**src/sv/ctd_pkg.sv**
```systemverilog
// Package for the chunked transfer decoder.
// Holds phase and status codes, the size-line flag struct and the hex decode.
// No dependencies.
package ctd_pkg;

  localparam int CTD_SIZE_BITS = 32;
  localparam int CTD_LINE_MAX  = 64;
  localparam int CTD_LINE_W    = 7;

  localparam logic [7:0] CH_CR    = 8'h0d;
  localparam logic [7:0] CH_LF    = 8'h0a;
  localparam logic [7:0] CH_SPACE = 8'h20;
  localparam logic [7:0] CH_TAB   = 8'h09;

  localparam logic [1:0] ST_RUN       = 2'd0;
  localparam logic [1:0] ST_DONE      = 2'd1;
  localparam logic [1:0] ST_MALFORMED = 2'd2;
  localparam logic [1:0] ST_TRUNC     = 2'd3;

  typedef enum logic [2:0] {
    PH_SIZE,
    PH_PAYLOAD,
    PH_TRAILER,
    PH_HALTED
  } phase_t;

  typedef struct packed {
    logic                  saw_cr;
    logic                  digit_seen;
    logic                  digits_closed;
    logic [CTD_LINE_W-1:0] line_len;
  } ctd_line_t;

  // {is_hex, value}
  function automatic logic [4:0] hex_decode(input logic [7:0] b);
    logic [4:0] r;
    r = 5'd0;
    if (b >= 8'h30 && b <= 8'h39) begin
      r = {1'b1, 4'(b - 8'h30)};
    end else if (b >= 8'h41 && b <= 8'h46) begin
      r = {1'b1, 4'(b - 8'h37)};
    end else if (b >= 8'h61 && b <= 8'h66) begin
      r = {1'b1, 4'(b - 8'h57)};
    end
    return r;
  endfunction

endpackage

```
**src/sv/ctd_if.sv**
```systemverilog
// Stream interfaces of the chunked transfer decoder: message bytes in,
// decoded results out. Depends on nothing.
interface ctd_msg_if;
  logic       valid;
  logic       ready;
  logic [7:0] in_byte;
  logic       message_end;
  modport source (output valid, input ready, output in_byte, output message_end);
  modport sink   (input valid, output ready, input in_byte, input message_end);
endinterface

interface ctd_dec_if;
  logic       valid;
  logic       ready;
  logic       payload_valid;
  logic [7:0] payload_byte;
  logic [1:0] status;
  modport source (output valid, input ready, output payload_valid,
                  output payload_byte, output status);
  modport sink   (input valid, output ready, input payload_valid,
                  input payload_byte, input status);
endinterface

```
**src/sv/ctd_step.sv**
```systemverilog
// Per-byte decode step: next decoder state and the result for one byte.
// Depends on ctd_pkg.
module ctd_step import ctd_pkg::*; #(
  parameter int SIZE_BITS = CTD_SIZE_BITS,
  parameter int LINE_MAX  = CTD_LINE_MAX
) (
  input  phase_t                phase,
  input  logic [SIZE_BITS-1:0]  remain,
  input  logic [SIZE_BITS-1:0]  acc,
  input  ctd_line_t             line,
  input  logic [7:0]            in_byte,
  input  logic                  last,
  output phase_t                phase_next,
  output logic [SIZE_BITS-1:0]  remain_next,
  output logic [SIZE_BITS-1:0]  acc_next,
  output ctd_line_t             line_next,
  output logic                  has_result,
  output logic                  payload_valid,
  output logic [7:0]            payload_byte,
  output logic [1:0]            status
);

  localparam logic [CTD_LINE_W-1:0] LINE_LIMIT = CTD_LINE_W'(LINE_MAX);

  logic [4:0] hd;
  logic       lf_end, too_long, is_ws, take_digit, ovf, acc_zero;
  logic       ev_malformed, ev_done, halted_after;

  assign hd         = hex_decode(in_byte);
  assign lf_end     = line.saw_cr && (in_byte == CH_LF);
  assign too_long   = line.line_len >= LINE_LIMIT;
  assign is_ws      = (in_byte == CH_SPACE) || (in_byte == CH_TAB);
  assign take_digit = !line.digits_closed && !(!line.digit_seen && is_ws) && hd[4];
  assign ovf        = |acc[SIZE_BITS-1:SIZE_BITS-4];
  assign acc_zero   = (acc == '0);

  assign ev_malformed = too_long || (lf_end && !line.digit_seen) ||
                        (!lf_end && take_digit && ovf);
  assign ev_done      = !too_long && lf_end && line.digit_seen && acc_zero;
  assign halted_after = (phase == PH_HALTED) ||
                        ((phase == PH_SIZE) && (ev_malformed || ev_done));

  always_comb begin
    phase_next  = phase;
    remain_next = remain;
    acc_next    = acc;
    line_next   = line;
    unique case (phase)
      PH_SIZE: begin
        if (too_long) begin
          phase_next = PH_HALTED;
        end else begin
          line_next.line_len = line.line_len + CTD_LINE_W'(1);
          if (lf_end) begin
            if (!line.digit_seen || acc_zero) begin
              phase_next = PH_HALTED;
            end else begin
              phase_next  = PH_PAYLOAD;
              remain_next = acc;
              acc_next    = '0;
              line_next   = '0;
            end
          end else begin
            line_next.saw_cr = (in_byte == CH_CR);
            if (!line.digits_closed) begin
              if (!line.digit_seen && is_ws) begin
                // leading white space skipped
              end else if (hd[4]) begin
                if (ovf) begin
                  phase_next = PH_HALTED;
                end else begin
                  acc_next             = {acc[SIZE_BITS-5:0], hd[3:0]};
                  line_next.digit_seen = 1'b1;
                end
              end else begin
                line_next.digits_closed = 1'b1;
              end
            end
          end
        end
      end
      PH_PAYLOAD: begin
        remain_next = remain - SIZE_BITS'(1);
        if (remain == SIZE_BITS'(1)) begin
          phase_next       = PH_TRAILER;
          line_next.saw_cr = 1'b0;
        end
      end
      PH_TRAILER: begin
        if (lf_end) begin
          phase_next = PH_SIZE;
          acc_next   = '0;
          line_next  = '0;
        end else begin
          line_next.saw_cr = (in_byte == CH_CR);
        end
      end
      PH_HALTED: begin
        phase_next = PH_HALTED;
      end
      default: begin
        phase_next = PH_HALTED;
      end
    endcase
    if (last) begin
      phase_next  = PH_SIZE;
      remain_next = '0;
      acc_next    = '0;
      line_next   = '0;
    end
  end

  always_comb begin
    payload_valid = (phase == PH_PAYLOAD);
    payload_byte  = payload_valid ? in_byte : 8'd0;
    status        = ST_RUN;
    if (phase == PH_SIZE) begin
      if (ev_malformed) begin
        status = ST_MALFORMED;
      end else if (ev_done) begin
        status = ST_DONE;
      end
    end
    if (last && !halted_after) begin
      status = ST_TRUNC;
    end
    has_result = (phase != PH_HALTED) && (payload_valid || (status != ST_RUN));
  end

endmodule

```
**src/sv/chunked_transfer_decoder_unit.sv**
```systemverilog
// Top level of the chunked transfer decoder: input register, state, result
// register. Depends on ctd_pkg, ctd_if and ctd_step.
//
// Usage:
//   msg carries one message byte per transaction, with message_end set on the
//   last byte of a message. dec carries one result per transaction: a decoded
//   payload byte (payload_valid set) and/or a status event (done, malformed
//   size line, truncated message). Bytes that only frame the body (size lines,
//   CR LF, extensions, bytes after done) give no result transaction.
//   Throughput: one byte per clock while dec takes results; the per-byte state update is a
//   single compare and shift-add pass of ctd_step between the input register
//   and the result register.
//   Results are offered from the result register, not straight from ctd_step.
//   Reset (rst, synchronous) empties both registers and puts the decoder in
//   the size-line phase; message_end resets the decoder state after its byte.
//   When dec stalls, the held result and one buffered byte wait; msg.ready
//   drops only while both are full.
module chunked_transfer_decoder_unit import ctd_pkg::*; #(
  parameter int SIZE_BITS = CTD_SIZE_BITS,
  parameter int LINE_MAX  = CTD_LINE_MAX
) (
  input  logic      clk,
  input  logic      rst,
  ctd_msg_if.sink   msg,
  ctd_dec_if.source dec
);

  logic                 s1_valid;
  logic [7:0]           s1_byte;
  logic                 s1_last;

  phase_t               phase, phase_next;
  logic [SIZE_BITS-1:0] remain, remain_next;
  logic [SIZE_BITS-1:0] acc, acc_next;
  ctd_line_t            line, line_next;

  logic                 o_valid;
  logic                 o_pv;
  logic [7:0]           o_pb;
  logic [1:0]           o_status;

  logic                 has_result, r_pv;
  logic [7:0]           r_pb;
  logic [1:0]           r_status;
  logic                 out_free, proc;

  ctd_step #(
    .SIZE_BITS (SIZE_BITS),
    .LINE_MAX  (LINE_MAX)
  ) u_step (
    .phase         (phase),
    .remain        (remain),
    .acc           (acc),
    .line          (line),
    .in_byte       (s1_byte),
    .last          (s1_last),
    .phase_next    (phase_next),
    .remain_next   (remain_next),
    .acc_next      (acc_next),
    .line_next     (line_next),
    .has_result    (has_result),
    .payload_valid (r_pv),
    .payload_byte  (r_pb),
    .status        (r_status)
  );

  assign out_free  = !o_valid || dec.ready;
  assign proc      = s1_valid && out_free;
  assign msg.ready = !s1_valid || proc;

  assign dec.valid         = o_valid;
  assign dec.payload_valid = o_pv;
  assign dec.payload_byte  = o_pb;
  assign dec.status        = o_status;

  always_ff @(posedge clk) begin
    if (rst) begin
      s1_valid <= 1'b0;
    end else if (msg.ready) begin
      s1_valid <= msg.valid;
    end
    if (msg.ready && msg.valid) begin
      s1_byte <= msg.in_byte;
      s1_last <= msg.message_end;
    end
  end

  always_ff @(posedge clk) begin
    if (rst) begin
      phase  <= PH_SIZE;
      remain <= '0;
      acc    <= '0;
      line   <= '0;
    end else if (proc) begin
      phase  <= phase_next;
      remain <= remain_next;
      acc    <= acc_next;
      line   <= line_next;
    end
  end

  always_ff @(posedge clk) begin
    if (rst) begin
      o_valid <= 1'b0;
    end else if (out_free) begin
      o_valid <= proc && has_result;
    end
    if (proc && has_result) begin
      o_pv     <= r_pv;
      o_pb     <= r_pb;
      o_status <= r_status;
    end
  end

endmodule

```
**src/flat_wrapper.sv**
```systemverilog
// flat-port wrapper written by rule: the top's interface ports become plain ports
module chunked_transfer_decoder_unit_flat import ctd_pkg::*;
#(
  parameter int SIZE_BITS = CTD_SIZE_BITS,
  parameter int LINE_MAX  = CTD_LINE_MAX
)
  (clk, rst, msg_valid, msg_ready, msg_in_byte, msg_message_end, dec_valid, dec_ready, dec_payload_valid, dec_payload_byte, dec_status);
  ctd_msg_if msg_i ();
  ctd_dec_if dec_i ();
  input  logic clk;
  input  logic rst;
  input wire logic [$bits(msg_i.valid)-1:0] msg_valid;
  output wire logic [$bits(msg_i.ready)-1:0] msg_ready;
  input wire logic [$bits(msg_i.in_byte)-1:0] msg_in_byte;
  input wire logic [$bits(msg_i.message_end)-1:0] msg_message_end;
  output wire logic [$bits(dec_i.valid)-1:0] dec_valid;
  input wire logic [$bits(dec_i.ready)-1:0] dec_ready;
  output wire logic [$bits(dec_i.payload_valid)-1:0] dec_payload_valid;
  output wire logic [$bits(dec_i.payload_byte)-1:0] dec_payload_byte;
  output wire logic [$bits(dec_i.status)-1:0] dec_status;
  assign msg_i.valid = msg_valid;
  assign msg_ready = msg_i.ready;
  assign msg_i.in_byte = msg_in_byte;
  assign msg_i.message_end = msg_message_end;
  assign dec_valid = dec_i.valid;
  assign dec_i.ready = dec_ready;
  assign dec_payload_valid = dec_i.payload_valid;
  assign dec_payload_byte = dec_i.payload_byte;
  assign dec_status = dec_i.status;
  chunked_transfer_decoder_unit #(.SIZE_BITS(SIZE_BITS), .LINE_MAX(LINE_MAX)) u_core (.clk(clk), .rst(rst), .msg(msg_i), .dec(dec_i));
endmodule
```
**config.mk**
```make
export PLATFORM = sky130hd
export DESIGN_NAME = chunked_transfer_decoder_unit_flat
export DESIGN_NICKNAME = d
export VERILOG_FILES = /design/src/sv/ctd_pkg.sv /design/src/sv/ctd_if.sv /design/src/sv/ctd_step.sv /design/src/sv/chunked_transfer_decoder_unit.sv /design/src/flat_wrapper.sv
export SDC_FILE = /design/constraint.sdc
export NUM_CORES = 1
export LEC_CHECK = 0
export BUFFER_PORTS_ARGS = -buffer_cell sky130_fd_sc_hd__buf_2
export CAP_MARGIN = 20
export CORE_MARGIN = 2
export CORE_UTILIZATION = 25
export CTS_CLUSTER_DIAMETER = 80
export DETAILED_ROUTE_END_ITERATION = 12
export GPL_TIMING_DRIVEN = 0
export PLACE_DENSITY_LB_ADDON = 0.3
export SLEW_MARGIN = 20
export SYNTH_ARGS = -nofsm -noshare
export SYNTH_HDL_FRONTEND = slang
export SYNTH_SLANG_ARGS = --single-unit
```
**constraint.sdc**
```tcl
create_clock -name clk -period 3 [get_ports clk]
set_input_delay 0.3 -clock clk [delete_from_list [all_inputs] [get_ports clk]]
set_output_delay 0.3 -clock clk [all_outputs]
set_load 0.02 [all_outputs]
```
==> flow_metrics.env, run 1 <==
export IMPL_synth_area_per_cell_um2=8.621
export IMPL_antenna_cells=0
export IMPL_synth_area_mux_share_pct=1.569
export IMPL_place_congestion=0.8530
export IMPL_min_path_type="input port to flop"
export IMPL_cts_htree_levels=3
export IMPL_slew_violations=0
export IMPL_top_layer="met4"
export IMPL_dieArea_um2=21570
export IMPL_cts_max_path_buffers=2
export IMPL_viasPerCell=5.212
export IMPL_r2r_setup_slack_ps=150
export IMPL_grt_max_degree=18
export IMPL_antenna_found_initial=0
export IMPL_worst_slew_pin_slew_ps=768.0
export IMPL_io_buffers=25
export IMPL_worstSetupPathType="flop to flop"
export IMPL_wl_met2_mm=7.100
export IMPL_drive_above_1_share_pct=12.58
export IMPL_final_antenna_net_count=0
export IMPL_synth_top_area_cell="dfxtp_1"
export IMPL_synth_cells=592
export IMPL_die_w_um=146.9
export IMPL_drc_errors=0
export IMPL_setup_viol=0
export IMPL_finalHoldViolCount=0
export IMPL_drt_iter0_markers=304
export IMPL_place_hpwl_mm=11.29
export IMPL_drt_met1_wl_mm=7.475
export IMPL_initial_core_util_pct=25.39
export IMPL_synth_xor_area_share_pct=1.201
export IMPL_synth_top_family_by_area="simple AND/OR/NAND/NOR gates"
export IMPL_dr_pass1_iters=6
export IMPL_timing_fmax_mhz=350.5
export IMPL_hp_start="msg_in_byte[6]"
export IMPL_grt_pass1_wl_mm=25.04
export IMPL_worstSetupEndpointType="flop"
export IMPL_rows=52
export IMPL_relSlewSlack_pct=48.33
export IMPL_root_buffer="clkbuf_16"
export IMPL_start_kind="flop"
export IMPL_p_leak_uw=0.002049
export IMPL_synthArstFlopShare_pct=0
export IMPL_ir_worst_vdd_v=0.0002677
export IMPL_die_h_um=146.9
export IMPL_synth_area_top_cells="dfxtp_1 31%, edfxtp_1 12%, a21oi_1 6.7%"
export IMPL_regToRegStartpoint="u_core.s1_byte[0]"
export IMPL_overflow=0
export IMPL_cts_tree="yes"
export IMPL_p_total_uw=2843
export IMPL_post_place_ws_ps=-295.0
export IMPL_nNetsFinal=657
export IMPL_grt_usage_pct=14.68
export IMPL_synth_top_area_share_pct=30.60
export IMPL_worstPathMaxFanout=6
export IMPL_arrival_ps=2920
export IMPL_setup_ws_ps=146.6
export IMPL_synth_area_um2=5104
export IMPL_core_um2=20100
export IMPL_final_period_utilization_pct=95.11
export IMPL_cts_made_buffers=9
export IMPL_ys_seq_area_share_pct=42.36
export IMPL_required_ps=3070
export IMPL_met3_wirelength_um=607
export IMPL_synth_seq_cells=98
export IMPL_finalClockSkew_ps=7.979
export IMPL_areaGrowthSynthToFinish_pct=16.70
export IMPL_clk_pin_slew_ps=70
export IMPL_ios=26
export IMPL_num_vias=4722
export IMPL_routed_wl_mm=15.58
export IMPL_grt_pass1_vias=4415
export IMPL_synth_compound_area_share_pct=21.79
export IMPL_syn_nets=618
export IMPL_ys_types=69
export IMPL_synth_simple_area_share_pct=24.88
export IMPL_wl_per_cell_um=17.20
export IMPL_power_density_nw_per_um2=477.3
export IMPL_clk_latency_ps=360
export IMPL_synth_enable_flop_cells=20
export IMPL_cts_sinks=98
export IMPL_outcome="complete, no violations"
export IMPL_finalCriticalPeriod_ps=2853
export IMPL_setup_worst_path_start="u_core.s1_byte[0]"
export IMPL_final_common_cell="dfxtp_1"
export IMPL_yosys_area_share_adder_pct=3.187
export IMPL_rsz0062_at_grt="false"
export IMPL_ctsHoldBuffers=0
export IMPL_most_common_layout_cells="78 x dfxtp_1, 68 x a21oi_1, 58 x nand2_1"
export IMPL_yosysWarnings=0
export IMPL_maxCapViolations=0
export IMPL_ys_flop_type="dfxtp_1"
==> through the flow <==
stage | setup TNS, ps | cells | util (%) | hold WS, ps | instance area [µm²]
after floorplan | 0 | 592 | - | 398.9 | 5104
after global placement | -5899 | 887 | 27.69 | 456.0 | 5567
after detailed placement | -5090 | 887 | 27.69 | 448.1 | 5567
after CTS | 0 | 903 | 29.26 | 100.6 | 5882
after global routing | 0 | 906 | 29.62 | 96.62 | 5956
final | 0 | 906 | 29.62 | 113.5 | 5956
==> area by class of cell <==
type | count | area [µm²]
Buffer | 36 | 165.2
Clock buffer | 9 | 225.2
Clock inverter | 7 | 76.32
Fill cell | 2138 | 14150
Inverter | 24 | 90.09
Multi-Input combinational cell | 434 | 2751
Sequential cell | 98 | 2162
Tap cell | 270 | 337.8
Timing Repair Buffer | 27 | 140.1
Timing Repair inverter | 1 | 7.507
==> final timing paths <==
kind,to,depth (start not counted)
min,u_core.s1_byte[6],1
max reg2reg,u_core.dec.payload_valid,9
min reg2reg,u_core.remain[30],1
max,u_core.dec.payload_valid,9
==> metal layers <==
layer | vias to the layer above | global-route usage [%]
met5 | - | 0
met4 | 0 | 6.359
met3 | 24 | 1.553
met2 | 122 | 22.49
met1 | 2289 | 20.96
li1 | 2287 | -
==> cells by family (layout without fill, tap and decap cells) <==
group	count (synthesis)	count (layout)
AOI/OAI and AO/OA	166	166
xor gates and xnor gates	7	7
adders and majority gates	13	13
buffers and inverters	60	104
DFF	98	98
muxes	8	8
and+or+nand+nor	240	240
==> synth_stat cells (all sizes together), types with 4 or more instances <==
library cell / number
nand2: 58
a22oi: 5
nand3: 40
o21a: 4
and2: 10
o2111ai: 7
a21oi: 68
clkbuf: 21
nor2b: 4
ha: 13
o21ai: 13
xor2: 5
o32ai: 7
inv: 24
dfxtp: 78
or3: 6
mux2i: 8
buf: 15
o31ai: 7
o22ai: 13
and3: 4
nor3: 22
nand3b: 5
nand4: 6
nor4: 20
o2bb2ai: 12
nor2: 43
edfxtp: 20
==> critical path, stage by stage (launching register included) <==
cell and delay, ps:
edfxtp_1 440, inv_1 180, ha_1 220, o21bai_1 80
a2111o_1 510, and2_1 250, o41ai_4 480, o41ai_4 150
clkinvlp_4 90, buf_4 150
==> state kept, by name, summed over array words and instances, names as in the netlist <==
name,count
u_core.acc,32
u_core.dec.payload_byte,8
u_core.dec.valid,1
u_core.s1_valid,1
u_core.phase,2
u_core.dec.payload_valid,1
u_core.line,10
u_core.s1_byte,8
u_core.dec.status,2
u_core.s1_last,1
u_core.remain,32
==> power by group <==
group | leakage, µW | internal (µW) | switching (µW)
clock | 0.000139 | 654 | 555
combinational | 0.00109 | 80.9 | 168
sequential | 0.000822 | 1360 | 21.9
total | 0.00205 | 2100 | 745
==> repair_timing <==
action	4_1_cts	5_1_grt
cloned	0	1
setup buffers	0	2
gates resized for setup	3	7
setup endpoints to repair	31	42
pin swaps	0	1
(Power assumes the default switching activity.)
==> inputs of run 2 (changes only) <==
--- a/config.mk
+++ b/config.mk
@@ -5,10 +5,10 @@
 export SDC_FILE = /design/constraint.sdc
 export NUM_CORES = 1
 export LEC_CHECK = 0
-export BUFFER_PORTS_ARGS = -buffer_cell sky130_fd_sc_hd__buf_2
+export BUFFER_PORTS_ARGS = -buffer_cell sky130_fd_sc_hd__clkbuf_2
 export CAP_MARGIN = 20
 export CORE_MARGIN = 2
-export CORE_UTILIZATION = 25
+export CORE_UTILIZATION = 60
 export CTS_CLUSTER_DIAMETER = 80
 export DETAILED_ROUTE_END_ITERATION = 12
 export GPL_TIMING_DRIVEN = 0
==> run 2 against run 1 <==
Effect of this change: non-clock buffer count is 1 lower; power fell by 12%; utilization increased by 39 points; cell area shrank 5.7%; largest cell class unchanged; count of clock-buffer cells in the layout grew 3; worst setup slack gained 6.1 ps; highest routed layer unchanged; critical path type unchanged; cell count shrank 18%; via count rose by 4.8%.
==> flow_metrics.env, run 2 (synthesized netlist as in run 1, its figures left out) <==
export IMPL_outcome="complete, no violations"
export IMPL_core_um2=8217
export IMPL_antenna_found_initial=0
export IMPL_r2r_end="u_core.remain[15]"
export IMPL_nNetsFinal=656
export IMPL_relSlewSlack_pct=44.35
export IMPL_final_common_cell="dfxtp_1"
export IMPL_routed_wl_mm=14.63
export IMPL_antenna_cells=0
export IMPL_viasPerCell=6.691
export IMPL_setup_worst_path_start="u_core.acc[31]"
export IMPL_pwr_share_comb_pct=9.7
export IMPL_grt_pass1_wl_mm=23.12
export IMPL_most_common_layout_cells="78 x dfxtp_1, 68 x a21oi_1, 58 x nand2_1"
export IMPL_place_congestion=0.9438
export IMPL_worst_slew_pin_slew_ps=827.1
export IMPL_power_internal_uw=1855
export IMPL_critPathBufInv=1
export IMPL_initial_core_util_pct=62.11
export IMPL_finalHoldViolCount=0
export IMPL_post_route_util_pct=68.37
export IMPL_ctsHoldBuffers=0
export IMPL_root_buffer="clkbuf_8"
export IMPL_cp_endpoint="u_core.remain[15]"
export IMPL_cts_htree_levels=3
export IMPL_p_leak_uw=0.002005
export IMPL_cts_made_buffers=9
export IMPL_stdcell_count=740
export IMPL_drive_above_1_share_pct=11.97
export IMPL_clk_latency_ps=370
export IMPL_drt_met1_wl_mm=6.095
export IMPL_hp_start="msg_in_byte[7]"
export IMPL_grt_max_degree=17
export IMPL_io_buffers=25
export IMPL_dieArea_um2=9260
export IMPL_final_antenna_net_count=0
export IMPL_cts_tree="yes"
export IMPL_cp_slowest_cell="nor4_2"
export IMPL_areaGrowthSynthToFinish_pct=10.08
export IMPL_crit_cells=6
export IMPL_p_sw_share_pct=26.24
export IMPL_drc_errors=0
export IMPL_num_vias=4951
export IMPL_die_w_um=96.23
export IMPL_path_cells="nor4_2 -> nand4_1 -> o21a_1 -> o21ai_1 -> clkbuf_1 -> o2bb2ai_1"
export IMPL_min_path_type="input port to flop"
export IMPL_nFillCells=679
export IMPL_wl_per_cell_um=19.78
export IMPL_grt_pass1_vias=4496
export IMPL_ff2ff_path_depth=6
export IMPL_finalClockSkew_ps=10.55
export IMPL_worstSetupPathType="flop to flop"
export IMPL_clk_pin_slew_ps=100
export IMPL_finalSetupTns_ps=0
export IMPL_worstPathMaxFanout=10
export IMPL_max_stage_delay_ps=680
export IMPL_regToRegStartpoint="u_core.acc[31]"
export IMPL_worstSetupEndpointType="flop"
export IMPL_grt_usage_pct=33.26
export IMPL_r2r_setup_slack_ps=150
export IMPL_die_h_um=96.23
export IMPL_dr_pass1_iters=8
export IMPL_clock_power_share_pct=35.2
export IMPL_drt_iter0_markers=656
export IMPL_required_ps=3240
export IMPL_numPlacedInstances=722
export IMPL_overflow=0
export IMPL_largestRegisters="u_core.acc x32, u_core.remain x32, u_core.line x10"
export IMPL_place_hpwl_mm=10.37
export IMPL_cts_sinks=98
export IMPL_final_period_utilization_pct=94.91
export IMPL_p_seq_share_pct=55.1
export IMPL_finalCriticalPeriod_ps=2847
export IMPL_rows=33
export IMPL_path_delay_family="simple AND/OR/NAND/NOR gates"
export IMPL_p_switching_uw=659.7
export IMPL_ios=26
export IMPL_top_layer="met4"
export IMPL_setup_viol=0
export IMPL_timing_fmax_mhz=351.2
export IMPL_power_density_nw_per_um2=447.5
export IMPL_met3_wirelength_mm=1.760
export IMPL_wl_met2_mm=6.350
export IMPL_ir_worst_vdd_v=0.0003149
export IMPL_maxCapViolations=0
export IMPL_arrival_ps=3080
export IMPL_start_kind="flop"
export IMPL_cts_max_path_buffers=2
export IMPL_slew_violations=0
## run 2: cell count changes in the layout (fill, tap and decap cells not counted), moves of 3 or more
cell / change
clkbuf_2: +25
clkinvlp_4: -3
buf_2: -25
clkbuf_16: -9
clkbuf_8: +10
## run 2: layout make-up
type                    instances  area, µm²  share of cell area [%]
multi-input cells             434       2736                   48.71
flip-flops and latches         98       2162                   38.49
plain buffers                  36      165.2                   2.940
clock buffers                  12      145.1                   2.584
repair buffers                 26      132.6                   2.361
well taps                     105      131.4                   2.339
inverters                      24      90.09                   1.604
repair inverters                1      5.005                 0.08909
clock inverters                 4      50.05                  0.8909
## run 2: per-layer routing
metal,vias to the layer above,track usage [%]
met5,-,0
met4,0,14.17
met3,53,7.283
met2,342,48.26
met1,2274,47.55
li1,2282,-
## run 2: stage by stage
| step | hold WS [ps] | worst slack (ps) | power [µW] | cell area (µm²) |
|---|---|---|---|---|
| floorplan | 398.9 | 346.0 | 1572 | 5104 |
| global placement | 448.2 | -139.8 | 1636 | 5360 |
| detailed placement | 455.7 | -250.0 | 1644 | 5360 |
| CTS | 94.53 | 73.02 | 2499 | 5563 |
| global route | 84.24 | -1.474 | 2577 | 5618 |
| finish | 93.91 | 152.7 | 2514 | 5618 |
## run 2: power groups by stage
stage | Clock, µW | Sequential, µW | Combinational, µW
final | 885 | 1380 | 245
after global routing | 924 | 1390 | 265
after CTS | 884 | 1380 | 233
after detailed placement | 0 | 1410 | 230
after global placement | 0 | 1410 | 224
after floorplan | 0 | 1410 | 159
## run 2: how the worst min path moves through the flow
stage,end,cells past startpoint
after floorplan,u_core.s1_byte[0],0
after global placement,u_core.remain[19],1
after detailed placement,u_core.remain[30],1
after CTS,u_core.s1_byte[7],1
after global routing,u_core.s1_byte[7],1
final,u_core.s1_byte[7],1
## run 2: repair_timing
item                                    in CTS  in global routing
gates resized for setup                      2                  5
setup buffers                                0                  1
pin swaps                                    0                  1
endpoints found under the setup margin      11                 68
gates cloned                                 0                  1
==> inputs of run 3 (changes only) <==
==> constraint.sdc (replaced) <==
create_clock -name clk -period 3.6 [get_ports clk]
set_input_delay 0.36 -clock clk [delete_from_list [all_inputs] [get_ports clk]]
set_output_delay 0.36 -clock clk [all_outputs]
set_load 0.02 [all_outputs]
==> run 3 against run 2 <==
Effect of this change: hold slack better by 60 ps; largest cell class unchanged; clock power down 17%; worst setup slack gained 140 ps; critical endpoint is now u_core.dec.payload_byte[5]; sequential share of layout area rose by 0.43 points; clock skew barely moved; count of clock-buffer cells in the layout stayed put.
==> flow_metrics.env, run 3 (synthesized netlist as in run 1, its figures left out) <==
export IMPL_min_path_cells=1
export IMPL_clock_power_share_pct=35.3
export IMPL_grt_pass1_vias=4487
export IMPL_finalHoldViolCount=0
export IMPL_drt_iter0_markers=638
export IMPL_start_kind="flop"
export IMPL_antenna_found_initial=0
export IMPL_post_route_util_pct=67.61
export IMPL_post_cts_buffers=0
export IMPL_required_ps=3630
export IMPL_wl_per_cell_um=19.54
export IMPL_num_vias=4893
export IMPL_arrival_ps=3340
export IMPL_cts_sinks=98
export IMPL_die_h_um=96.23
export IMPL_clk_pin_slew_ps=100
export IMPL_root_buffer="clkbuf_8"
export IMPL_p_seq_share_pct=55.2
export IMPL_slew_violations=0
export IMPL_ff2ff_path_depth=8
export IMPL_grt_max_degree=17
export IMPL_maxCapViolations=0
export IMPL_critPathBufInv=2
export IMPL_nFillCells=682
export IMPL_final_common_cell="dfxtp_1"
export IMPL_crit_cells=8
export IMPL_routed_wl_mm=14.42
export IMPL_overflow=0
export IMPL_cp_slowest_cell="o41ai_1"
export IMPL_final_period_utilization_pct=91.84
export IMPL_setup_viol=0
export IMPL_dieArea_um2=9260
export IMPL_power_density_nw_per_um2=376.2
export IMPL_drc_errors=0
export IMPL_setup_ws_ps=293.8
export IMPL_cts_max_path_buffers=2
export IMPL_worst_slew_pin_slew_ps=861.1
export IMPL_finalClockSkew_ps=10.40
export IMPL_ctsHoldBuffers=0
export IMPL_final_antenna_net_count=0
export IMPL_initial_core_util_pct=62.11
export IMPL_path_delay_family="compound AO/OA/AOI/OAI gates"
export IMPL_rsz0062_at_grt="false"
export IMPL_min_path_type="input port to flop"
export IMPL_areaGrowthSynthToFinish_pct=8.850
export IMPL_dpl_cell_area_um2=5360
export IMPL_numPlacedInstances=722
export IMPL_io_buffers=25
export IMPL_die_w_um=96.23
export IMPL_stdcell_count=738
export IMPL_p_switching_uw=546.4
export IMPL_finalSetupTns_ps=0
export IMPL_place_hpwl_mm=10.37
export IMPL_ir_worst_vdd_v=0.0002621
export IMPL_cts_tree="yes"
export IMPL_ios=26
export IMPL_antenna_cells=0
export IMPL_grt_usage_pct=33.15
export IMPL_grt_pass1_wl_mm=23.05
export IMPL_p_sw_share_pct=26.14
export IMPL_multi_input_area_um2=2686
export IMPL_relSlewSlack_pct=42.06
export IMPL_core_um2=8217
export IMPL_path_cells="inv_1 -> ha_1 -> o21bai_1 -> a2111o_1 -> and2_1 -> o41ai_1 -> o41ai_1 -> inv_1"
export IMPL_clk_latency_ps=370
export IMPL_nNetsFinal=654
export IMPL_finalCriticalPeriod_ps=3306
export IMPL_p_leak_uw=0.001974
export IMPL_pwr_share_comb_pct=9.5
export IMPL_cts_resized=0
export IMPL_worstSetupPathType="flop to flop"
export IMPL_power_internal_uw=1544
export IMPL_max_stage_delay_ps=740
export IMPL_most_common_layout_cells="78 x dfxtp_1, 68 x a21oi_1, 58 x nand2_1"
export IMPL_stdcell_area_um2=5555
export IMPL_place_congestion=0.9438
export IMPL_cts_made_buffers=9
export IMPL_cts_htree_levels=3
export IMPL_rows=33
export IMPL_drive_above_1_share_pct=10.90
export IMPL_outcome="complete, no violations"
export IMPL_post_place_ws_ps=350.0
export IMPL_viasPerCell=6.630
export IMPL_largestRegisters="u_core.acc x32, u_core.remain x32, u_core.line x10"
export IMPL_layout_area_seq_um2=2162
export IMPL_timing_fmax_mhz=302.5
export IMPL_worstSetupEndpointType="flop"
export IMPL_worstPathMaxFanout=11
export IMPL_dr_pass1_iters=5
## run 3: changes by cell type in the layout (fill, tap and decap cells not counted)
| cell | previous run | this run |
|---|---|---|
| o41ai_4 | 2 | 0 |
| inv_2 | 1 | 0 |
| a221oi_2 | 1 | 0 |
| nor4_1 | 17 | 18 |
| clkinvlp_2 | 1 | 0 |
| o41ai_1 | 0 | 2 |
| buf_4 | 3 | 2 |
| nor4_2 | 2 | 1 |
| inv_1 | 23 | 24 |
| a221oi_1 | 0 | 1 |
## run 3: layout make-up
type	instances	share of cell area (%)
well taps	105	2.365
clock buffers	12	2.613
clock inverters	4	0.9009
multi-input cells	434	48.36
repair buffers	25	2.252
plain buffers	36	2.973
flip-flops and latches	98	38.92
inverters	24	1.622
## run 3: routing by layer
metal  vias to the layer above  GRT usage [%]  part of all wire (%)  wire length, µm
met3                        35          7.048                    12             1713
met1                      2284          47.60                    42             6122
met4                         0          14.05                   2.7              396
met2                       301          48.03                    43             6185
li1                       2273              -                     -                -
met5                         -              0                     0                0
## run 3: path summary, 6_finish.rpt
kind | slack (ps) | end | start
max | 290 | u_core.dec.payload_byte[5] | u_core.s1_byte[0]
min | 150 | u_core.s1_byte[7] | msg_in_byte[7]
max reg2reg | 290 | u_core.dec.payload_byte[5] | u_core.s1_byte[0]
min reg2reg | 480 | u_core.remain[30] | u_core.remain[30]
## run 3: worst reg2reg max path, cell delays in order, from the launching register on
cell and delay, ps:
edfxtp_1 450, inv_1 180, ha_1 210, o21bai_1 70, a2111o_1 500, and2_1 230, o41ai_1 740, o41ai_1 210
inv_1 370
## run 3: power groups by stage
stage / Clock [µW] / Sequential [µW] / Combinational (µW)
floorplan: 0 / 1180 / 132
global placement: 0 / 1180 / 187
detailed placement: 0 / 1180 / 192
CTS: 737 / 1150 / 193
global route: 769 / 1160 / 216
finish: 738 / 1150 / 199
## run 3: through the flow
stage / hold WS (ps) / total power, µW
final: 154.1 / 2090
after global routing: 144.2 / 2141
after CTS: 154.5 / 2082
after detailed placement: 455.7 / 1370
after global placement: 448.2 / 1364
after floorplan: 433.3 / 1310
